`src/sv/assert_macros.svh`:
```
// Assertion macros used by the allocator RTL
`ifndef ASSERT_MACROS_SVH
`define ASSERT_MACROS_SVH

// Check that cons holds in every cycle in which ante holds
`define WGA_ASSERT_IMP(lbl, clk, rst_n, ante, cons, msg) \
	lbl: assert property (@(posedge clk) disable iff (!rst_n) (ante) |-> (cons)) \
		else $error(msg);

// Check that cons holds in the cycle after ante
`define WGA_ASSERT_NXT(lbl, clk, rst_n, ante, cons, msg) \
	lbl: assert property (@(posedge clk) disable iff (!rst_n) (ante) |=> (cons)) \
		else $error(msg);

`endif

```
`src/sv/wga_pkg.sv`:
```
// ----------------------------------------------------------------------------
// wga_pkg
// Types, codes and sizes shared by the worker group allocator.
// ----------------------------------------------------------------------------
package wga_pkg;

	localparam int MAX_WORKERS = 16;
	localparam int IDX_W       = $clog2(MAX_WORKERS);
	localparam int PTR_W       = IDX_W + 1;
	localparam logic [PTR_W-1:0] NIL = PTR_W'(MAX_WORKERS);

	// request actions
	localparam logic [1:0] ACT_ALLOC = 2'd0;
	localparam logic [1:0] ACT_FREE  = 2'd1;
	localparam logic [1:0] ACT_WAKE  = 2'd2;
	localparam logic [1:0] ACT_MARK  = 2'd3;

	// result status codes
	localparam logic [2:0] ST_OK        = 3'd0;
	localparam logic [2:0] ST_NO_GROUP  = 3'd1;
	localparam logic [2:0] ST_NO_WORKER = 3'd2;
	localparam logic [2:0] ST_BAD_COUNT = 3'd3;
	localparam logic [2:0] ST_NOT_ALLOC = 3'd4;

	// group life cycle codes
	localparam logic [1:0] GS_IDLE = 2'd0;
	localparam logic [1:0] GS_BUSY = 2'd1;
	localparam logic [1:0] GS_DONE = 2'd2;

	// register index of the pool size
	localparam logic REG_WORKERS_IN_USE = 1'b0;

	typedef struct packed {
		logic [PTR_W-1:0] next_free;
		logic [PTR_W-1:0] first;
		logic [PTR_W-1:0] size;
		logic [1:0]       gstate;
	} grp_entry_t;

	typedef struct packed {
		logic             wr;
		logic [PTR_W-1:0] value;
	} cfg_wr_t;

	typedef struct packed {
		logic [2:0]       status;
		logic [IDX_W-1:0] group_id;
		logic [IDX_W-1:0] worker_id;
		logic [IDX_W-1:0] member_pos;
		logic             member_valid;
		logic             last;
		logic             finished_found;
		logic [IDX_W-1:0] finished_group;
		logic [PTR_W-1:0] free_workers;
	} result_t;

endpackage

```
`src/sv/wga_ram.sv`:
```
// ----------------------------------------------------------------------------
// wga_ram
// Single-port synchronous RAM with registered read data.
// ----------------------------------------------------------------------------
module wga_ram #(
	parameter int WIDTH = 8,
	parameter int DEPTH = 16,
	parameter int ADDR_W = $clog2(DEPTH)
) (
	input  logic              clk,
	input  logic              we,
	input  logic              re,
	input  logic [ADDR_W-1:0] addr,
	input  logic [WIDTH-1:0]  wdata,
	output logic [WIDTH-1:0]  rdata
);

	logic [WIDTH-1:0] mem [DEPTH];
	logic [WIDTH-1:0] rdata_q;

	// write, or read into the output register
	always_ff @(posedge clk) begin
		if (we) begin
			mem[addr] <= wdata;
		end
		if (re) begin
			rdata_q <= mem[addr];
		end
	end

	assign rdata = rdata_q;

endmodule

```
`src/sv/wga_seq.sv`:
```
// ----------------------------------------------------------------------------
// wga_seq
// Sequencer: owns the free-list heads and walks the link memories.
// ----------------------------------------------------------------------------
`include "assert_macros.svh"

module wga_seq import wga_pkg::*; (
	input  logic             clk,
	input  logic             arst_n,
	input  cfg_wr_t          cfg,
	output logic [PTR_W-1:0] pool_size,
	input  logic             in_valid,
	output logic             in_stall,
	input  logic [1:0]       action,
	input  logic [4:0]       member_count,
	input  logic [3:0]       group_select,
	output logic             res_valid,
	input  logic             res_ready,
	output result_t          res
);

	typedef enum logic [5:0] {
		S_CLR  = 6'b000001,
		S_IDLE = 6'b000010,
		S_GRP  = 6'b000100,
		S_RD   = 6'b001000,
		S_MEM  = 6'b010000,
		S_RES  = 6'b100000
	} seq_state_t;

	seq_state_t       state_q;
	logic [IDX_W-1:0] clr_q;
	logic [PTR_W-1:0] n_q, wh_q, gfh_q, fc_q, cur_q, size_q, cnt_q;
	logic [MAX_WORKERS-1:0] done_q;
	logic [1:0]       act_q;
	logic [IDX_W-1:0] gsel_q, grp_q, pos_q;
	logic [2:0]       rstat_q;

	logic             g_we, g_re, w_we, w_re;
	logic [IDX_W-1:0] g_addr, w_addr;
	grp_entry_t       g_wdata, g_rdata;
	logic [PTR_W-1:0] w_wdata, w_rdata;
	logic [PTR_W-1:0] chain, clr_ext;
	logic             last_m, ff_found;
	logic [IDX_W-1:0] ff_group;
	logic [2:0]       alloc_err;
	logic             grp_bad;

	wga_ram #(.WIDTH($bits(grp_entry_t)), .DEPTH(MAX_WORKERS)) u_grp_mem (
		.clk(clk), .we(g_we), .re(g_re), .addr(g_addr), .wdata(g_wdata), .rdata(g_rdata)
	);

	wga_ram #(.WIDTH(PTR_W), .DEPTH(MAX_WORKERS)) u_wrk_mem (
		.clk(clk), .we(w_we), .re(w_re), .addr(w_addr), .wdata(w_wdata), .rdata(w_rdata)
	);

	assign pool_size = n_q;
	assign in_stall  = (state_q != S_IDLE);

	// chain entry for the clearing pass
	assign clr_ext = {1'b0, clr_q} + PTR_W'(1);
	assign chain   = (clr_ext < n_q) ? clr_ext : NIL;

	assign last_m = ({1'b0, pos_q} + PTR_W'(1)) == size_q;

	// allocate checks, count first, then the pools
	always_comb begin
		if (cnt_q == '0 || cnt_q > n_q) begin
			alloc_err = ST_BAD_COUNT;
		end else if (gfh_q >= n_q) begin
			alloc_err = ST_NO_GROUP;
		end else if (cnt_q > fc_q) begin
			alloc_err = ST_NO_WORKER;
		end else begin
			alloc_err = ST_OK;
		end
	end

	assign grp_bad = ({1'b0, gsel_q} >= n_q) || (g_rdata.gstate == GS_IDLE);

	// lowest finished group
	always_comb begin
		ff_found = 1'b0;
		ff_group = '0;
		for (int i = MAX_WORKERS - 1; i >= 0; i--) begin
			if (done_q[i]) begin
				ff_found = 1'b1;
				ff_group = IDX_W'(i);
			end
		end
	end

	// memory port control
	always_comb begin
		g_we    = 1'b0;
		g_re    = 1'b0;
		g_addr  = gsel_q;
		g_wdata = '{next_free: NIL, first: NIL, size: '0, gstate: GS_IDLE};
		w_we    = 1'b0;
		w_re    = 1'b0;
		w_addr  = cur_q[IDX_W-1:0];
		w_wdata = NIL;
		unique case (state_q)
			S_CLR: begin
				g_we    = 1'b1;
				g_addr  = clr_q;
				g_wdata = '{next_free: chain, first: NIL, size: '0, gstate: GS_IDLE};
				w_we    = 1'b1;
				w_addr  = clr_q;
				w_wdata = chain;
			end
			S_IDLE: begin
				g_re   = in_valid;
				g_addr = (action == ACT_ALLOC) ? gfh_q[IDX_W-1:0] : group_select;
			end
			S_GRP: begin
				if (act_q == ACT_ALLOC) begin
					g_addr  = gfh_q[IDX_W-1:0];
					g_we    = (alloc_err == ST_OK);
					g_wdata = '{next_free: NIL, first: wh_q, size: cnt_q, gstate: GS_BUSY};
				end else if (!grp_bad && act_q == ACT_MARK) begin
					g_we    = 1'b1;
					g_wdata = '{next_free: g_rdata.next_free, first: g_rdata.first,
						size: g_rdata.size, gstate: GS_DONE};
				end else if (!grp_bad && act_q == ACT_FREE) begin
					g_we    = 1'b1;
					g_wdata = '{next_free: gfh_q, first: NIL, size: '0, gstate: GS_IDLE};
				end
			end
			S_RD: begin
				w_re = 1'b1;
			end
			S_MEM: begin
				if (act_q == ACT_FREE) begin
					w_we    = 1'b1;
					w_wdata = wh_q;
				end else if (act_q == ACT_ALLOC) begin
					w_we    = last_m && res_ready;
					w_wdata = NIL;
				end
			end
			S_RES: begin
			end
			default: begin
			end
		endcase
	end

	// result towards the output register
	always_comb begin
		res.finished_found = ff_found;
		res.finished_group = ff_group;
		res.free_workers   = fc_q;
		res.group_id       = grp_q;
		if (state_q == S_MEM) begin
			res_valid        = (act_q != ACT_FREE);
			res.status       = ST_OK;
			res.worker_id    = cur_q[IDX_W-1:0];
			res.member_pos   = pos_q;
			res.member_valid = 1'b1;
			res.last         = last_m;
		end else begin
			res_valid        = (state_q == S_RES);
			res.status       = rstat_q;
			res.worker_id    = '0;
			res.member_pos   = '0;
			res.member_valid = 1'b0;
			res.last         = 1'b1;
		end
	end

	// sequencer registers
	always_ff @(posedge clk or negedge arst_n) begin
		if (!arst_n) begin
			state_q <= S_CLR;
			clr_q   <= '0;
			n_q     <= PTR_W'(MAX_WORKERS);
			wh_q    <= '0;
			gfh_q   <= '0;
			fc_q    <= PTR_W'(MAX_WORKERS);
			done_q  <= '0;
		end else if (cfg.wr) begin
			state_q <= S_CLR;
			clr_q   <= '0;
			n_q     <= cfg.value;
			wh_q    <= '0;
			gfh_q   <= '0;
			fc_q    <= cfg.value;
			done_q  <= '0;
		end else begin
			unique case (state_q)
				S_CLR: begin
					clr_q <= clr_q + IDX_W'(1);
					if (clr_q == IDX_W'(MAX_WORKERS - 1)) begin
						state_q <= S_IDLE;
					end
				end
				S_IDLE: begin
					if (in_valid) begin
						state_q <= S_GRP;
					end
				end
				S_GRP: begin
					if (act_q == ACT_ALLOC) begin
						if (alloc_err == ST_OK) begin
							gfh_q   <= g_rdata.next_free;
							fc_q    <= fc_q - cnt_q;
							state_q <= S_RD;
						end else begin
							state_q <= S_RES;
						end
					end else if (grp_bad) begin
						state_q <= S_RES;
					end else begin
						unique case (act_q)
							ACT_MARK: begin
								done_q[gsel_q] <= 1'b1;
								state_q        <= S_RES;
							end
							ACT_FREE: begin
								done_q[gsel_q] <= 1'b0;
								gfh_q          <= {1'b0, gsel_q};
								fc_q           <= fc_q + g_rdata.size;
								state_q        <= S_RD;
							end
							default: begin
								state_q <= S_RD;
							end
						endcase
					end
				end
				S_RD: begin
					state_q <= S_MEM;
				end
				S_MEM: begin
					if (act_q == ACT_FREE) begin
						wh_q    <= cur_q;
						state_q <= last_m ? S_RES : S_RD;
					end else if (res_ready) begin
						if (last_m && act_q == ACT_ALLOC) begin
							wh_q <= w_rdata;
						end
						state_q <= last_m ? S_IDLE : S_RD;
					end
				end
				S_RES: begin
					if (res_ready) begin
						state_q <= S_IDLE;
					end
				end
				default: begin
					state_q <= S_IDLE;
				end
			endcase
		end
	end

	// request payload and walk registers
	always_ff @(posedge clk) begin
		if (state_q == S_IDLE && in_valid) begin
			act_q  <= action;
			cnt_q  <= member_count;
			gsel_q <= group_select;
		end
		if (state_q == S_GRP) begin
			pos_q <= '0;
			if (act_q == ACT_ALLOC) begin
				rstat_q <= alloc_err;
				grp_q   <= (alloc_err == ST_OK) ? gfh_q[IDX_W-1:0] : '0;
				cur_q   <= wh_q;
				size_q  <= cnt_q;
			end else begin
				rstat_q <= grp_bad ? ST_NOT_ALLOC : ST_OK;
				grp_q   <= gsel_q;
				cur_q   <= g_rdata.first;
				size_q  <= g_rdata.size;
			end
		end
		if (state_q == S_MEM && (act_q == ACT_FREE || res_ready)) begin
			cur_q <= w_rdata;
			pos_q <= pos_q + IDX_W'(1);
		end
	end

	`WGA_ASSERT_IMP(a_fc_in_pool, clk, arst_n, 1'b1, fc_q <= n_q, "free count above pool size")
	`WGA_ASSERT_IMP(a_done_in_pool, clk, arst_n, 1'b1, (done_q >> n_q) == '0,
		"finished group outside pool")
	`WGA_ASSERT_IMP(a_head_matches_count, clk, arst_n, state_q == S_IDLE,
		(wh_q >= n_q) == (fc_q == '0), "worker head disagrees with free count")

endmodule

```
`src/sv/worker_group_allocator.sv`:
```
// ----------------------------------------------------------------------------
// worker_group_allocator
// Group and worker pool with two LIFO free lists held in link memories.
// ----------------------------------------------------------------------------
// channel   direction  handshake          payload
// in        input      in_valid/in_stall   action, member_count, group_select
// out       output     out_valid/out_stall status .. free_workers
// cfg       input      APB (pready high)   workers_in_use at byte address 0
//
// An allocate or wake request passes S_GRP, then S_RD and S_MEM per member
// walked, S_RD waiting on the registered read of the worker link memory; a
// free walks alike, then S_RES; errors and mark-finished go on to S_RES.
// After reset and after each workers_in_use write a clearing pass over all
// 16 entries rebuilds both memories; no request is taken meanwhile.
// The output register lets a result wait under out_stall; the walk holds.
// ----------------------------------------------------------------------------
module worker_group_allocator import wga_pkg::*; (
	input  logic        clk,
	input  logic        arst_n,
	input  logic        psel,
	input  logic        penable,
	input  logic        pwrite,
	input  logic [2:0]  paddr,
	input  logic [31:0] pwdata,
	output logic [31:0] prdata,
	output logic        pready,
	input  logic        in_valid,
	output logic        in_stall,
	input  logic [1:0]  action,
	input  logic [4:0]  member_count,
	input  logic [3:0]  group_select,
	output logic        out_valid,
	input  logic        out_stall,
	output logic [2:0]  status,
	output logic [3:0]  group_id,
	output logic [3:0]  worker_id,
	output logic [3:0]  member_pos,
	output logic        member_valid,
	output logic        last,
	output logic        finished_found,
	output logic [3:0]  finished_group,
	output logic [4:0]  free_workers
);

	cfg_wr_t          cfg;
	logic [PTR_W-1:0] pool_size, raw;
	logic             res_valid, res_ready, out_valid_q;
	result_t          res, out_q;

	assign pready = 1'b1;
	assign raw    = pwdata[PTR_W-1:0];

	// decode register write and clamp the pool size
	always_comb begin
		cfg.wr = psel && penable && pwrite && (paddr[2] == REG_WORKERS_IN_USE);
		if (raw == '0) begin
			cfg.value = PTR_W'(1);
		end else if (raw > PTR_W'(MAX_WORKERS)) begin
			cfg.value = PTR_W'(MAX_WORKERS);
		end else begin
			cfg.value = raw;
		end
	end

	assign prdata = (paddr[2] == REG_WORKERS_IN_USE) ? {{(32-PTR_W){1'b0}}, pool_size} : '0;

	wga_seq u_seq (
		.clk(clk), .arst_n(arst_n), .cfg(cfg), .pool_size(pool_size),
		.in_valid(in_valid), .in_stall(in_stall), .action(action),
		.member_count(member_count), .group_select(group_select),
		.res_valid(res_valid), .res_ready(res_ready), .res(res)
	);

	// hold a result until the consumer takes it
	assign res_ready = !out_valid_q || !out_stall;

	always_ff @(posedge clk or negedge arst_n) begin
		if (!arst_n) begin
			out_valid_q <= 1'b0;
		end else if (res_ready) begin
			out_valid_q <= res_valid;
		end
	end

	always_ff @(posedge clk) begin
		if (res_ready && res_valid) begin
			out_q <= res;
		end
	end

	assign out_valid      = out_valid_q;
	assign status         = out_q.status;
	assign group_id       = out_q.group_id;
	assign worker_id      = out_q.worker_id;
	assign member_pos     = out_q.member_pos;
	assign member_valid   = out_q.member_valid;
	assign last           = out_q.last;
	assign finished_found = out_q.finished_found;
	assign finished_group = out_q.finished_group;
	assign free_workers   = out_q.free_workers;

endmodule

```
`config.mk`:
```
export PLATFORM = sky130hd
export DESIGN_NAME = worker_group_allocator
export DESIGN_NICKNAME = d
export VERILOG_FILES = /design/src/sv/wga_pkg.sv /design/src/sv/wga_ram.sv /design/src/sv/wga_seq.sv /design/src/sv/worker_group_allocator.sv
export VERILOG_INCLUDE_DIRS = /design/src /design/src/sv
export SDC_FILE = /design/constraint.sdc
export NUM_CORES = 1
export LEC_CHECK = 0
export BUFFER_PORTS_ARGS = -buffer_cell sky130_fd_sc_hd__buf_2
export CAP_MARGIN = 5
export CORE_MARGIN = 8
export CORE_UTILIZATION = 30
export DETAILED_ROUTE_END_ITERATION = 16
export PLACE_DENSITY = 0.48
export SLEW_MARGIN = 20
export SYNTH_ARGS = -nofsm -noshare
export SYNTH_HDL_FRONTEND = slang
export SYNTH_SLANG_ARGS = --single-unit
```
`constraint.sdc`:
```
create_clock -name clk -period 3.12 [get_ports clk]
set_clock_uncertainty 0.15 [all_clocks]
set_input_delay 0.156 -clock clk [delete_from_list [all_inputs] [get_ports clk]]
set_output_delay 0.156 -clock clk [all_outputs]
set_load 0.01 [all_outputs]
```
# Word level (Yosys, flattened, before mapping)
# Memory sizes are Yosys's and may differ from the RTL's. A register that Yosys moved wholly into a read port is not among the register bits.
# Index checks and enable logic that the tools add are counted.
[word_totals] reg_bits=106 mem_bits_rw=352 in_bits=53 output_inout_bits=62 word_cells=205 mem_count=2
[memory_table] name="u_seq.u_grp_mem.mem" words=16 width=17 rd=1 rd_ports_with_merged_regs=1 wr=1 line="wga_ram.sv:18" rtl="logic [WIDTH-1:0] mem [DEPTH];"
[memory_table] name="u_seq.u_wrk_mem.mem" words=16 width=5 rd=1 rd_ports_with_merged_regs=1 wr=1 line="wga_ram.sv:18"
[classes] addsub=6 magnitude_cmp=8 n_eq_ne=20 n_mux=97 bitwise_logic=4 n_reduce_logical=40
[ops] op="$mux W5" count=26
[ops] op="$mux W4" count=18
[ops] op="$mux W6" count=11
[ops] op="$mux W16" count=4
[ops] op="$mux W17" count=3
[ops] op="$pmux W6 S6" count=1
[ops] op="$pmux W17 S2" count=1
[ops] op="$pmux W16 S2" count=1
[ops] op="$mux W3" count=8
[ops] op="$and A16 B16 Y16" count=1
[ops] op="$not A16 Y16" count=1
[ops] op="$or A16 B16 Y16" count=1
[ops] op="$mux W1" count=15
[ops] op="$reduce_or A15 Y1" count=1
[ops] op="$ne A3 B3 Y1 const B" count=4
[ops] op="$pmux W4 S3" count=1
[ops] op="$reduce_and A4 Y1" count=3
[ops] op="$reduce_bool A3 Y1" count=4
[ops] op="$logic_and A1 B1 Y1" count=11
[ops] op="$add A4 B1 Y5 const B" count=2
[ops] op="$gt A5 B5 Y1" count=2
[ops] op="$logic_not A5 Y1" count=2
[ops] op="$pmux W5 S2" count=1
[ops] op="$add A4 B1 Y4 const B" count=2
[ops] op="36 further kinds" count=51

# Logic depth before layout (Yosys ltp)
# Gate-level depths: netlist of run 1.
[logic_depth] ltp_word=15 ltp_mapped=12 mapped_depth_nobuf=10

# Modules after synthesis
# Synthesis of run 1 repeated with hierarchy kept, for this count alone.
[unflattened] hier_cells=1284 hier_area_um2=20619.8
[modules_own_cells] mod="wga_ram at u_seq.u_grp_mem" instances=1 cells_per_inst=458 area_per_inst_um2=10800.4 seq_area_each_um2=8678.3
[modules_own_cells] mod="wga_seq" instances=1 cells_per_inst=593 area_per_inst_um2=5325.1 seq_area_each_um2=2115.8
[modules_own_cells] mod="wga_ram at u_seq.u_wrk_mem" instances=1 cells_per_inst=159 area_per_inst_um2=3345.7 seq_area_each_um2=2552.4
[modules_own_cells] mod="worker_group_allocator" instances=1 cells_per_inst=74 area_per_inst_um2=1148.6 seq_area_each_um2=835.8

# Worst setup path before layout of run 1
# Ideal clock, no wire load.
[synth_timing] path_kind="reg2reg" from="register u_seq.gsel_q[0]" to="memory u_seq.u_grp_mem.mem[0][10] in the netlist's numbering (data pin)" setup_ps=210 t_arrival_ps=3022 required_ps=2760 slack_ps=-261 path_stages_with_launch=13 cell_sequence="edfxtp_1 > clkbuf_1 > inv_1 > ha_1 > nand2b_1 > a21o_1 > a21o_1 > a21oi_1 > o21a_1 > clkbuf_1 > and4_1 > clkbuf_1 > a22o_1"
[synth_lines] element="start: declaration" line="wga_seq.sv:36" rtl="logic [IDX_W-1:0] gsel_q, grp_q, pos_q;"
[synth_lines] element="start signal: assignment" line="wga_seq.sv:263" rtl="gsel_q <= group_select;"
[synth_lines] element="end: declaration" line="wga_ram.sv:18"

# Final worst setup path of run 1
[layout_timing] from="register u_seq.state_q[0]" to="register u_seq.u_grp_mem.rdata_q[12] (netlist: u_seq.u_grp_mem.rdata[12]), read port of u_seq.u_grp_mem.mem (data pin)"
[layout_between] elab_chain_len=2
[layout_lines] element="start: declaration" line="wga_seq.sv:31" rtl="seq_state_t state_q;"
[layout_lines] element="start signal: assignment" line="wga_seq.sv:238" rtl="state_q <= last_m ? S_RES : S_RD;"
[layout_lines] element="start signal: assignment" line="wga_seq.sv:243" rtl="state_q <= last_m ? S_IDLE : S_RD;"
[layout_lines] element="$eq A6 B3 Y1 (tied with other cells)" line="wga_seq.sv:103" rtl="unique case (state_q)"
[layout_lines] element="$pmux W4 S3 / $mux W1 (equally long branches)" line="wga_seq.sv:103"
[layout_lines] element="end: declaration" line="wga_ram.sv:19" rtl="logic [WIDTH-1:0] rdata_q;"
# Parallel ways exist; a longest one is shown, timed or not.
# A chain may end at the register's enable or synchronous reset.

==> results of run 1 <==
-- final timing paths --
| path | to | start | slack (ns) | cells past startpoint |
|---|---|---|---|---|
| worst max-delay path | u_seq.u_grp_mem.rdata[12] | u_seq.state_q[0] | 0.06 | 11 |
| worst min-delay path | u_seq.done_q[9] | arst_n | 0.03 | 3 |
| max in group asynchronous | u_seq.state_q[2] | arst_n | 1.83 | 3 |
| worst max register to register | u_seq.u_grp_mem.rdata[12] | u_seq.state_q[0] | 0.06 | 11 |
| min in group clk | u_seq.state_q[0] | penable | 0.03 | 3 |
| worst min register to register | group_id[1] | u_seq.grp_q[1] | 0.27 | 0 |
-- kinds of logic (layout without fill, tap and decap cells) --
kind of cell	after synthesis	after routing
DFF	444	444
AOI/OAI and AO/OA	247	247
and+or+nand+nor	257	257
adders and majority gates	31	31
other	2	28
buffers and inverters	127	383
xor gates and xnor gates	18	18
muxes	207	207
-- timing repair --
action | in CTS | in global routing
hold buffers | 22 | 0
pin swaps | 1 | 16
cloned | 1 | 12
gates resized for setup | 3 | 56
endpoints found under the hold margin | 87 | 0
endpoints found under the setup margin | 14 | 284
buffers inserted | 1 | 9
-- layout make-up --
class / instances / area, um2
inverters: 35 / 131
clock inverters: 24 / 210
fillers: 6071 / 39800
repair buffers: 258 / 2520
clock buffers: 66 / 1350
flip-flops and latches: 444 / 13100
well taps: 855 / 1070
multi-input cells: 788 / 6020
-- synthesized netlist by cell type (all sizes together), types with 3 or more instances --
cell | n | area (um2)
o2bb2ai | 4 | 35.0
a211oi | 4 | 40.0
a21oi | 28 | 140
mux2 | 9 | 101
clkbuf | 29 | 113
a211o | 3 | 26.3
xor2 | 9 | 78.8
o21a | 7 | 52.6
o22ai | 70 | 444
o31ai | 9 | 67.6
ha | 29 | 363
a31oi | 18 | 113
nor4 | 7 | 65.1
a22o | 11 | 96.3
nand2 | 68 | 258
a21boi | 5 | 37.5
nand2b | 10 | 62.6
nand4 | 5 | 31.3
nand3b | 3 | 35.0
nor2b | 10 | 62.6
mux2i | 198 | 1980
a311oi | 12 | 105
xnor2 | 8 | 70.1
inv | 34 | 128
nor2 | 76 | 285
dfrtp | 43 | 1080
o211ai | 6 | 55.1
nor3 | 16 | 80.1
nor3b | 3 | 22.5
buf | 63 | 435
nand3 | 10 | 50.1
or4 | 16 | 120
and2 | 9 | 56.3
a21o | 12 | 90.1
o21bai | 3 | 22.5
edfxtp | 398 | 12000
or2 | 6 | 37.5
and3 | 12 | 75.1
o21ai | 33 | 165
dfstp | 3 | 78.8
a32oi | 6 | 60.1
-- sequential cells by signal (all words and copies together), names as in the netlist, 5 cells and up --
signal,count
u_seq.pool_size,5
u_seq.cnt_q,5
u_seq.u_wrk_mem.mem,64
u_seq.state_q,6
u_seq.u_grp_mem.rdata,16
u_seq.gfh_q,5
u_seq.u_grp_mem.mem,256
u_seq.done_q,16
u_seq.size_q,5
free_workers,5
u_seq.fc_q,5
-- worst reg2reg max path, delay by kind of cell, from the launching register on --
| kind | cells | cell delay (ns) |
|---|---|---|
| buffers and inverters | 4 | 0.63 |
| AO/OA/AOI/OAI | 2 | 0.33 |
| multiplexers | 1 | 0.19 |
| flip-flops | 1 | 0.59 |
| AND/OR/NAND/NOR | 4 | 0.87 |
-- stage by stage --
step           instance area [um2]  hold WS, ns
6_report                     24400       0.0323
5_1_grt                      24400       0.0243
4_1_cts                      23800      0.00794
3_5_place_dp                 22000      -0.0603
3_3_place_gp                 22000      -0.0644
2_1_floorplan                19600       -0.290
-- per-layer routing --
metal  wire (um)  global-route usage, %  vias to the layer above
li1            -                      -                     5622
met2       23300                   20.8                      321
met3        2750                   2.82                       70
met5           0                      0                        -
met1       23100                   17.5                     5965
met4        1260                   3.85                        0
-- where the power goes --
group	internal, W	switching [W]
clock network	0.00323	0.00238
registers	0.00725	0.000470
logic	0.00386	0.00439
total	0.0143	0.00724
==> results_dict.tcl, run 1 <==
set metrics [dict create \
    status "finished clean" \
    vias_per_cell 4.85 \
    layoutNonFillerInstCount 2470 \
    fin_ws_ns 0.0557 \
    drive_gt1_share_pct 24.4 \
    ys_ff_latch 444 \
    cts.clk_slew.worst_paths_ns 0.06 \
    tns_ns 0 \
    fin_util_pct 38.0 \
    die-area_mm2 0.0732 \
    synth_compound_area_share_pct 8.71 \
    grt_start_max_net_pins 37 \
    drv_cap 0 \
    grt_pass1_vias 12100 \
    cp_top_family "simple AND/OR/NAND/NOR gates" \
    end_kind "register" \
    antenna_found_initial 0 \
    areaGrowthSynthToFinish_pct 25.6 \
    pin_count 115 \
    cts_root_buffer "clkbuf_16" \
    rsz0062_at_grt "yes" \
    synth_fa_ha_area_share_pct 2.07 \
    async_flop_share_pct 10.4 \
    overflow 0 \
    muxShareOfSynthArea_pct 10.7 \
    hold_class "in2async" \
    grt_pass1_wl_um 74400 \
    cp_max_fo 8 \
    critPathRequiredTime_ns 3.28 \
    synth-xor-area-share_pct 0.882 \
    place.port_buffers 57 \
    path_cells "nor4_4 > buf_4 > and3_4 > o21a_1 > nor2_4 > buf_12 > clkbuf_16 > buf_6 > mux2i_1 > o22ai_1 > or4_1" \
    hold_violations 0 \
    crit_buf_inv 4 \
    antenna_cells 0 \
    cts.path.max_buffers 3 \
    layout_common_cells "edfxtp_1, mux2i_1, buf_4, nand2_1, o22ai_1" \
    grt_usage_pct 13.0 \
    slew-limit-headroom_pct 49.7 \
    tightest_slew_ns 0.754 \
    fp.dieH_um 271 \
    leakage_nw 9.57 \
    fp.dieW_um 271 \
    synthSimpleGateAreaFrac_pct 6.67 \
    numClockSinks 444 \
    synth_top_family_by_area "multiplexers" \
    syn_avg_cell_area_um2 14.6 \
    dp.cells 2335 \
    drt-total-wl_um 50400 \
    start_kind "register" \
    ys_seq_area_share_pct 67.4 \
    mostFrequentLayoutCell "edfxtp_1" \
    hpwlAfterDp_um 34000 \
    cp.arrival_ns 3.23 \
    p_total_w 0.0216 \
    p_per_area_mw_per_mm2 884 \
    vias 12000 \
    slew_violations 0 \
    crit_path_top_delay_cell "dfstp_2" \
    cts_max_level 2 \
    wire_per_inst_um 20.4 \
    drc 0 \
    syn_area_mm2 0.0194 \
    synth-warning-count 0 \
    drt_iter0_drc 775 \
    fin_crit_sh_pct 98.2 \
    route.antenna.remaining_nets 0 \
    cts_tree "built" \
    slowest_delay_ns 0.59 \
    coreArea_mm2 0.0642 \
    gp_congestion 0.829 \
    drtPass1Iterations 5 \
    synth_enable_flop_cells 398 \
    clk_latency_ns 0.61 \
    numCtsBuffers 50 \
    pre_cts_slack_ns -0.0943 \
    peakVddDrop_mv 0.458 \
    setup_viol 0 \
    synthFlopType "edfxtp_1" \
    max_freq_mhz 326 \
    initial_utilization_pct 30.3 \
    fp-row-count 93 \
    final_nets 1661 \
    syn_inst 1333 \
    critical_path_class "reg2reg" \
    synth_cell_type_count 80 \
    fin_crit_ns 3.06 \
]
No activity file was read; power rests on OpenSTA's default activity.
==> inputs of run 2 (changes only) <==
- ABC_AREA: default -> 1
- CORE_MARGIN: 8 -> 2
==> run 2 against run 1 <==
Effect of this change: non-clock buffer count decreased by 61; register-to-register slack improved by 0.05 ns; combinational power increased by 21%; sequential power decreased by 2%; critical endpoint is now u_seq.pool_size[1]; critical path depth increased by 1; global-route usage increased by 2.5 points; first-iteration DRC count increased by 76%; maximum frequency increased by 1.4%; area after synthesis increased by 5.3%; via count increased by 23%; count of clock-buffer cells in the layout decreased by 13.
==> results_dict.tcl, run 2 <==
set metrics [dict create \
    combPwrFrac_pct 41.8 \
    cts.clk_slew.worst_paths_ns 0.06 \
    synthTopCellsByCount "nand2_1, edfxtp_1, nand3_1" \
    tightest_slew_ns 0.713 \
    drt-total-wl_um 56100 \
    syn_area_mm2 0.0205 \
    drv_cap 0 \
    status "finished clean" \
    drt_iter0_drc 1367 \
    worst_hold_path.num_cells 4 \
    drive_gt1_share_pct 14.6 \
    path_cells "dlygate4sd3_1 > buf_2 > nand2_1 > dlygate4sd3_1 > nor3_2 > buf_4 > inv_1 > nor2_2 > nand2_1 > dlygate4sd3_1 > o21ai_0 > dlygate4sd3_1" \
    max_freq_mhz 331 \
    largestRegisters "u_seq.u_grp_mem.mem (256), u_seq.u_wrk_mem.mem (64)" \
    vias 14700 \
    die-area_mm2 0.0704 \
    hold_violations 0 \
    fill_cells 6692 \
    layout_common_cells "nand2_1, edfxtp_1, nand3_1, inv_1, buf_4" \
    worst_r2r_endpoint "u_seq.u_grp_mem.mem[3][12]" \
    p_switching_w 0.00971 \
    pin_count 115 \
    yosysTopAreaCell "edfxtp_1" \
    fp-row-count 95 \
    grt-busiest-layer "met2" \
    synthFlopType "edfxtp_1" \
    synth-warning-count 0 \
    syn_avg_cell_area_um2 9.98 \
    critical_path_class "in2reg" \
    antenna_cells 0 \
    place.port_buffers 57 \
    fp.dieH_um 265 \
    async_flop_share_pct 10.4 \
    end_kind "register" \
    clk_latency_ns 0.62 \
    overflow 0 \
    wire_per_inst_um 18.0 \
    vias_per_cell 4.71 \
    p_sw_share_pct 40.7 \
    synth_cell_type_count 43 \
    synth_top_area_share_pct 58.4 \
    slew-limit-headroom_pct 52.0 \
    r2r_cells 13 \
    grt_start_max_net_pins 129 \
    yosysMostFrequentCell "nand2_1" \
    power.share.clock_pct 26.5 \
    ys_ff_latch 444 \
    slowest_delay_ns 0.58 \
    grt_pass1_wl_um 84300 \
    start_kind "input pin" \
    crit_path_top_delay_cell "dlygate4sd3_1" \
    placed_area_mm2 0.0224 \
    cp_max_fo 11 \
    route.antenna.remaining_nets 0 \
    cts_tree "built" \
    rsz0062_at_grt "yes" \
    grt_usage_pct 15.5 \
    largest_reg_flops 256 \
    mostFrequentLayoutCell "nand2_1" \
    multiInputGateArea_mm2 0.00644 \
    grt_pass1_vias 14400 \
    drc 0 \
    peakVddDrop_mv 0.525 \
    hold_class "in2reg" \
    ys_seq_area_share_pct 64.0 \
    ff_latch_area_mm2 0.0131 \
    rrSetupSlack_ns 0.11 \
    top_register "u_seq.u_grp_mem.mem" \
    areaGrowthSynthToFinish_pct 21.0 \
    use_met2_pct 26.2 \
    fin_crit_sh_pct 96.8 \
    grt_util_met1_pct 20.6 \
    drtPass1Iterations 5 \
    setup_viol 0 \
    cts.path.max_buffers 3 \
    cp_common_cell "dlygate4sd3_1" \
    cts_root_buffer "clkbuf_16" \
    design_area_mm2 0.0248 \
    cp_top_family "buffers and inverters" \
    initial_utilization_pct 30.4 \
    synthTopCellsByArea "edfxtp_1, nand2_1, dfrtp_1" \
    coreArea_mm2 0.0674 \
    cp.arrival_ns 3.42 \
    p_int_w 0.0141 \
    gp_congestion 0.853 \
    layoutNonFillerInstCount 3124 \
    dp.cells 2992 \
    syn_inst 2052 \
    endpoint "u_seq.pool_size[1]" \
    critPathRequiredTime_ns 3.52 \
    crit_buf_inv 7 \
    numCtsBuffers 51 \
    final_nets 2297 \
    path_depth 12 \
    p_per_area_mw_per_mm2 963 \
    antenna_found_initial 0 \
    use_met3_pct 2.40 \
    numClockSinks 444 \
    slew_violations 0 \
    p_seq_share_pct 31.7 \
    leakage_nw 10.4 \
    synth_enable_flop_cells 398 \
    fin_crit_ns 3.02 \
    r2r_start "u_seq.pool_size[4]" \
    startpoint "penable" \
    cts_max_level 2 \
    fp.dieW_um 265 \
    hpwlAfterDp_um 36200 \
]
## run 2: stage by stage
| step | setup slack (ns) | hold WS (ns) | utilization [%] | total power, W | TNS [ns] |
|---|---|---|---|---|---|
| 2_1_floorplan | -0.0240 | -0.290 | - | 0.0140 | -3.07 |
| 6_report | 0.0991 | 0.0619 | 36.8 | 0.0239 | 0 |
| 4_1_cts | -0.0232 | 0.0342 | 36.3 | 0.0235 | -0.106 |
| 3_3_place_gp | 0.0434 | 0.0216 | 33.2 | 0.0170 | 0 |
| 3_5_place_dp | -0.0144 | 0.0361 | 33.2 | 0.0171 | -0.165 |
| 5_1_grt | -0.0830 | 0.0974 | 36.8 | 0.0255 | -1.83 |
## run 2: logic make-up (layout without fill, tap and decap cells)
group | Yosys count | in the layout | share of synthesized area [%]
AO/OA/AOI/OAI | 160 | 160 | 4.32
XOR/XNOR | 9 | 9 | 0.385
adder cells (fa/ha/maj) | 31 | 31 | 1.97
buffers and inverters | 266 | 439 | 5.94
flip-flops | 444 | 444 | 64.0
other | 2 | 28 | 0.0367
AND/OR/NAND/NOR | 1140 | 1140 | 23.3
## run 2: power by group through the flow
stage	clock network, W	registers [W]	logic [W]
after floorplan	0	0.00760	0.00639
after CTS	0.00647	0.00756	0.00949
after global routing	0.00669	0.00762	0.0112
after global placement	0	0.00768	0.00937
final	0.00632	0.00756	0.00997
after detailed placement	0	0.00768	0.00940
## run 2: final cells by class
type	instances	share of cell area, %
sequential	444	52.9
multi-input combinational	1368	26.0
timing repair buffer	197	7.25
clock buffer	53	5.18
tap	873	4.41
inverter	151	2.29
clock inverter	38	1.99
## run 2: worst min-delay path by stage
stage                                 end     start
after floorplan                 out_valid    arst_n
after global placement    u_seq.done_q[2]    arst_n
after detailed placement  u_seq.done_q[2]    arst_n
after CTS                 u_seq.done_q[3]  paddr[2]
after global routing      u_seq.done_q[3]  paddr[2]
final                     u_seq.done_q[3]  paddr[2]
## run 2: worst min-delay path: stages
cell     delay (ns)
buf_2          0.15
nor3_2         0.06
buf_4          0.20
nor3b_1        0.21
## run 2: metal layers
layer | part of all wire [%] | vias to the layer above | routed length, um
li1 | - | 7175 | -
met4 | 2.1 | 0 | 1160
met5 | 0 | - | 0
met2 | 48 | 408 | 26900
met3 | 4.9 | 81 | 2770
met1 | 45 | 7042 | 25200
## run 2: timing repair
item	4_1_cts	5_1_grt
hold buffers	29	0
hold endpoints to repair	98	0
gates cloned	0	6
setup buffers	0	6
resized for setup	2	37
pin swaps	0	9
setup endpoints to repair	45	407
